## src/imu_complementary_filter_top_macros.svh

```systemverilog
// Assertion helpers for the complementary filter
`ifndef IMU_COMPLEMENTARY_FILTER_TOP_MACROS_SVH
`define IMU_COMPLEMENTARY_FILTER_TOP_MACROS_SVH

// check that cond implies next-cycle consequence
`define ICF_ASSERT_NEXT(label, clk, rst_n, cond, cons, msg) \
	label: assert property (@(posedge clk) disable iff (!rst_n) (cond) |=> (cons)) \
		else $error(msg);

// check that cond implies same-cycle consequence
`define ICF_ASSERT_NOW(label, clk, rst_n, cond, cons, msg) \
	label: assert property (@(posedge clk) disable iff (!rst_n) (cond) |-> (cons)) \
		else $error(msg);

`endif

```

## src/icf_pkg.sv

```systemverilog
package icf_pkg;
	localparam int CordicStepsDefault = 20;
	localparam int AngleFracDefault   = 16;
	localparam int CordicW            = 64;
	localparam int StepW              = 5;

	typedef enum logic [2:0] {
		REG_BLEND = 3'd0,
		REG_GAIN  = 3'd1,
		REG_MLOW  = 3'd2,
		REG_MHIGH = 3'd3
	} reg_idx_t;

	// commands from controller to datapath
	typedef struct packed {
		logic load;      // capture sample, integrate gyro, compute magnitude
		logic cor_init;  // start CORDIC on pitch (sel=0) or roll (sel=1)
		logic cor_step;  // one CORDIC iteration
		logic blend_mul; // register the two blend products
		logic blend_wr;  // write blended angle back
		logic sel;       // 0 pitch, 1 roll
		logic out_load;  // capture results into output register
	} icf_cmd_t;

	typedef struct packed {
		logic corr;      // correction applies to this sample
		logic cor_last;  // current CORDIC step is the last
	} icf_sts_t;

	// atan(2^-i) in degrees, Q32
	function automatic logic [63:0] atan_deg_q32(input int i);
		logic [63:0] rad;
		logic [63:0] term;
		int s;
		rad = 64'd0;
		if (i == 0) return 64'd45 << 32;
		for (int k = 0; k < 32; k++) begin
			s = i + 2 * i * k;
			if (s <= 62) begin
				term = (64'd1 << (62 - s)) / 64'(2 * k + 1);
				if (k % 2 == 1) rad = rad - term;
				else rad = rad + term;
			end
		end
		return ((rad >> 30) * 64'd3845054675) >> 26;
	endfunction

	function automatic logic [63:0] atan_step(input int i, input int frac);
		logic [63:0] q;
		int sh;
		q = atan_deg_q32(i);
		sh = 32 - frac;
		return (q + (64'd1 << (sh - 1))) >> sh;
	endfunction
endpackage

```

## src/icf_ctrl.sv

```systemverilog
`include "imu_complementary_filter_top_macros.svh"
module icf_ctrl import icf_pkg::*; (
	input  logic     clk,
	input  logic     arst_n,
	input  logic     in_valid,
	output logic     in_stall,
	output logic     out_valid,
	input  logic     out_stall,
	input  icf_sts_t sts,
	output icf_cmd_t cmd
);
	typedef enum logic [5:0] {
		S_IDLE  = 6'b000001,
		S_INIT  = 6'b000010,
		S_ITER  = 6'b000100,
		S_MUL   = 6'b001000,
		S_WR    = 6'b010000,
		S_OUT   = 6'b100000
	} state_t;

	state_t state_q;
	logic   sel_q;
	logic   out_valid_q;
	logic   take;

	assign in_stall  = (state_q != S_IDLE);
	assign take      = in_valid && !in_stall;
	assign out_valid = out_valid_q;

	always_comb begin
		cmd          = '0;
		cmd.sel      = sel_q;
		cmd.load     = take;
		cmd.cor_init = (state_q == S_INIT);
		cmd.cor_step = (state_q == S_ITER);
		cmd.blend_mul = (state_q == S_MUL);
		cmd.blend_wr = (state_q == S_WR);
		cmd.out_load = (state_q == S_OUT) && !(out_valid_q && out_stall);
	end

	always_ff @(posedge clk or negedge arst_n) begin
		if (!arst_n) begin
			state_q     <= S_IDLE;
			sel_q       <= 1'b0;
			out_valid_q <= 1'b0;
		end else begin
			if (cmd.out_load) out_valid_q <= 1'b1;
			else if (out_valid_q && !out_stall) out_valid_q <= 1'b0;
			case (state_q)
				S_IDLE: if (take) state_q <= S_INIT;
				S_INIT: begin
					if (sts.corr) state_q <= S_ITER;
					else state_q <= S_OUT;
				end
				S_ITER: if (sts.cor_last) state_q <= S_MUL;
				S_MUL:  state_q <= S_WR;
				S_WR: begin
					sel_q <= !sel_q;
					state_q <= sel_q ? S_OUT : S_INIT;
				end
				S_OUT: if (cmd.out_load) state_q <= S_IDLE;
				default: state_q <= S_IDLE;
			endcase
		end
	end

	`ICF_ASSERT_NOW(a_busy_stall, clk, arst_n, state_q != S_IDLE, in_stall, "accepting while busy")
	`ICF_ASSERT_NEXT(a_take_init, clk, arst_n, take, state_q == S_INIT, "missed start")
	`ICF_ASSERT_NEXT(a_out_set, clk, arst_n, cmd.out_load, out_valid, "result not shown")
	`ICF_ASSERT_NOW(a_sel_idle, clk, arst_n, state_q == S_IDLE, !sel_q, "roll pass left open")
endmodule

```

## config.mk

```make
export PLATFORM = sky130hd
export DESIGN_NAME = icf_ctrl
export DESIGN_NICKNAME = d
export VERILOG_FILES = /design/src/icf_pkg.sv /design/src/icf_ctrl.sv
export VERILOG_INCLUDE_DIRS = /design/src /design/src/src
export SDC_FILE = /design/constraint.sdc
export NUM_CORES = 1
export LEC_CHECK = 0
export BUFFER_PORTS_ARGS = -buffer_cell sky130_fd_sc_hd__buf_4
export CORE_AREA = 2 2 39 41
export CTS_CLUSTER_SIZE = 14
export DETAILED_ROUTE_END_ITERATION = 10
export DIE_AREA = 0 0 41 43
export PLACE_DENSITY = 0.69
export REMOVE_ABC_BUFFERS = 1
export SLEW_MARGIN = 20
export SYNTH_ARGS = -nofsm -noshare
export SYNTH_HDL_FRONTEND = slang
export SYNTH_SLANG_ARGS = --single-unit
export TNS_END_PERCENT = 5
```

## constraint.sdc

```tcl
create_clock -name clk -period 1.9 [get_ports clk]
set_clock_uncertainty 0.2 [all_clocks]
set_input_delay 0 -clock clk [delete_from_list [all_inputs] [get_ports clk]]
set_output_delay 0 -clock clk [all_outputs]
set_load 0.01 [all_outputs]
```

==> summary.txt <==
Global route
  • First-pass GRT wire length: around 1900 µm
  • Maximum number of pins on one net before global-route repair: 8
  • Global-route usage over all layers: 16.8%
  • Antenna violations before repair: 0
  • Via count of the first global-routing pass: 426
  • Sum of overflow across all layers after global routing: 0

Layout
  • Final nets: 75
  • Multi-input logic area: around 240 µm²
  • Area taken by flip-flops and latches: just over 200 µm²
  • Count of fill cells added during filler insertion: approximately 140
  • Growth of design area from synthesis to finish: 39.7%
  • Layout cells sized above 1: between 30% and 40%
  • Post-Layout Inst Area: about 660 µm²
  • Antenna Cells: 0

Clocking
  • TritonCTS clock tree: built
  • Post-cts sizing count: 0
  • Post-CTS setup-driven buffer insertion count: 0
  • H-tree depth: 1
  • Clk slew on worst S/H paths: ~0.05 ns
  • Library cell used as clock root buffer: clkbuf_4
  • Clock tree sinks: 8
  • Clock insertion delay at the later pin of the skew report: approximately 0.26 ns
  • Buffer levels on the longest clock path: 2
  • Post-CTS Hold Buffers: 5
  • CTS Buf Count: 3

Synth
  • Portion of the post-synthesis area used by sequential elements: around 43%
  • Portion of synthesized cell area occupied by the leading cell type: between 30% and 40%
  • Post-synthesis average cell area: between 9 and 10 µm²
  • Distinct cell type count after synthesis: 25
  • Top cells by area, synth: dfrtp_1 37%, dfstp_2 5.6%, and4b_2 4.8%, nand2b_1 4.0%, nor2_2 4.0%
  • Post-Syn Area: 469 µm²
  • Synth warnings: 0
  • Largest area contributor in the netlist: dfrtp_1
  • Mapped Cells: 47
  • FF+latch count, synth: 8

Floorplanning
  • Starting utilization of the core area: 33.9%
  • Top-level I/O count: 15
  • Row Count: 14
  • Height of the die: between 40 and 50 µm
  • Std-Cell Core Area: 1380 µm²
  • Overall die area: ~1800 µm²
  • Die width: approximately 40 µm

STA
  • Count of endpoints failing hold in the final timing report: 0
  • Worst Hold Margin: ~0.0049 ns
  • RSZ-0062 raised after global routing: false
  • Final period util: about 87%
  • Total negative slack for setup checks: 0 ns
  • Highest achievable clock rate: between 600 and 700 MHz
  • Transition at the pin with the smallest max-transition slack: around 0.37 ns
  • Worst max-slew margin expressed relative to the limit: between 70% and 80%
  • Setup violations, final: 0
  • Final critical-path required period: between 1.5 and 2 ns
  • Number of max-slew violations in the final report: 0

Pwr
  • Largest vdd supply drop: around 600 µV
  • LEAKAGE: around 0.34 nW
  • Total Power Consumption: between 700 and 800 µW
  • Power density over cell area: between 1000 and 1500 nW/µm²

Place
  • Buffers added on ports: 14
  • DP Area: ~580 µm²
  • Gp weighted congestion: approximately 0.84
  • HPWL after detailed placement: ~750 µm

Setup path
  • Category of the most critical setup path: reg2reg
  • Worst path required time: 1.84 ns
  • Worst-path maximum fanout: 7
  • Type of element launching the critical path: register
  • Worst EP arrival: approximately 1.6 ns
  • Critical path capture point type: register

Route
  • Residual DRC count: 0
  • Detailed Route Iter0 Violations: 4
  • Via density per instance: 5.14
  • Final ANT Viol Nets: 0
  • Post-DR wirelength/cell: 13.4 µm
  • Number of vias in the routed layout: between 400 and 500
  • Drt pass-1 iters: 4
  • Wire length reported by the detailed router: 1120 µm

Status
  • Status: finished, final reports clean

Hold path
  • Path type of the worst min-delay path: in2reg

Job
  • Max-cap check violation count: 0
[metal layers]
layer	GRT usage, %	wire length (µm)
met1	20.8	499
met2	23.8	547
met3	3.14	35
met4	14.0	42
met5	0	0
[cells by family (layout without fill, tap and decap cells)]
family / after synthesis / after routing / synth area share (%)
AOI/OAI and AO/OA: 8 / 8 / 13.9
xor gates and xnor gates: 2 / 2 / 3.73
buffers and inverters: 5 / 26 / 5.60
DFF: 8 / 8 / 42.9
muxes: 1 / 1 / 2.40
and+or+nand+nor: 23 / 23 / 31.5
[synth_stat cells]
| cell type | number |
|---|---|
| dfrtp_1 | 7 |
| nand2_1 | 4 |
| nor2_1 | 4 |
| inv_1 | 3 |
| nand2b_1 | 3 |
| nor2_2 | 3 |
| a21boi_1 | 2 |
| and4b_2 | 2 |
| buf_4 | 2 |
| xor2_1 | 2 |
| a21oi_1 | 1 |
| a22o_1 | 1 |
| and2_2 | 1 |
| and4b_1 | 1 |
| dfstp_2 | 1 |
| mux2_2 | 1 |
| nand3_1 | 1 |
| nand4_1 | 1 |
| nand4b_1 | 1 |
| nand4b_2 | 1 |
| nor3_1 | 1 |
| o221a_1 | 1 |
| o22ai_1 | 1 |
| o311ai_0 | 1 |
| o32a_1 | 1 |
[through the flow]
step | std cells | setup slack, ns | utilization [%]
2_1_floorplan | 45 | 0.383 | -
3_3_place_gp | 75 | 0.274 | 41.9
3_5_place_dp | 75 | 0.245 | 41.9
4_1_cts | 84 | 0.235 | 47.4
5_1_grt | 84 | 0.147 | 47.4
6_report | 84 | 0.238 | 47.4
[final cells by class]
cell class | instances | area share [%]
sequential | 8 | 30.7
tap | 16 | 3.05
multi-input combinational | 34 | 36.8
clock buffer | 4 | 4.01
timing repair buffer | 19 | 23.7
inverter | 3 | 1.72
[layout by cell type (no fill, tap or decap), types with 2 or more instances in the layout]
cell,synthesis,final
inv_1,3,3
nor2_1,4,4
dlygate4sd3_1,0,5
a21boi_1,2,2
nand2_1,4,4
clkbuf_4,0,3
xor2_1,2,2
buf_4,2,14
nor2_2,3,3
nand2b_1,3,3
dfrtp_1,7,7
and4b_2,2,2
[power breakdown]
group / internal, mW / switching (mW)
sequential: 0.218 / 0.0495
combinational: 0.169 / 0.157
clock: 0.0808 / 0.0643
total: 0.468 / 0.271
[sequential cells by signal, summed over array words and instances, names as in the netlist]
register	flops
sel_q	1
state_q	6
out_valid	1
[worst max-delay path, stage by stage, from the launching register on]
cell and delay [ns]:
dfrtp_1 0.41, nor2_2 0.25, nand4b_1 0.25, o221a_1 0.30, a21boi_1 0.13
[worst paths after layout]
kind | startpoint | endpoint | cells after the start | slack (ns)
max | state_q[1] | state_q[1] | 4 | 0.24
min | in_valid | state_q[0] | 3 | 0.005
max reg2reg | state_q[1] | state_q[1] | 4 | 0.24
min reg2reg | out_valid | out_valid | 2 | 0.32
max in group asynchronous | arst_n | state_q[1] | 3 | 0.65
min in group asynchronous | arst_n | state_q[0] | 2 | 0.07
(Power assumes the default switching activity.)
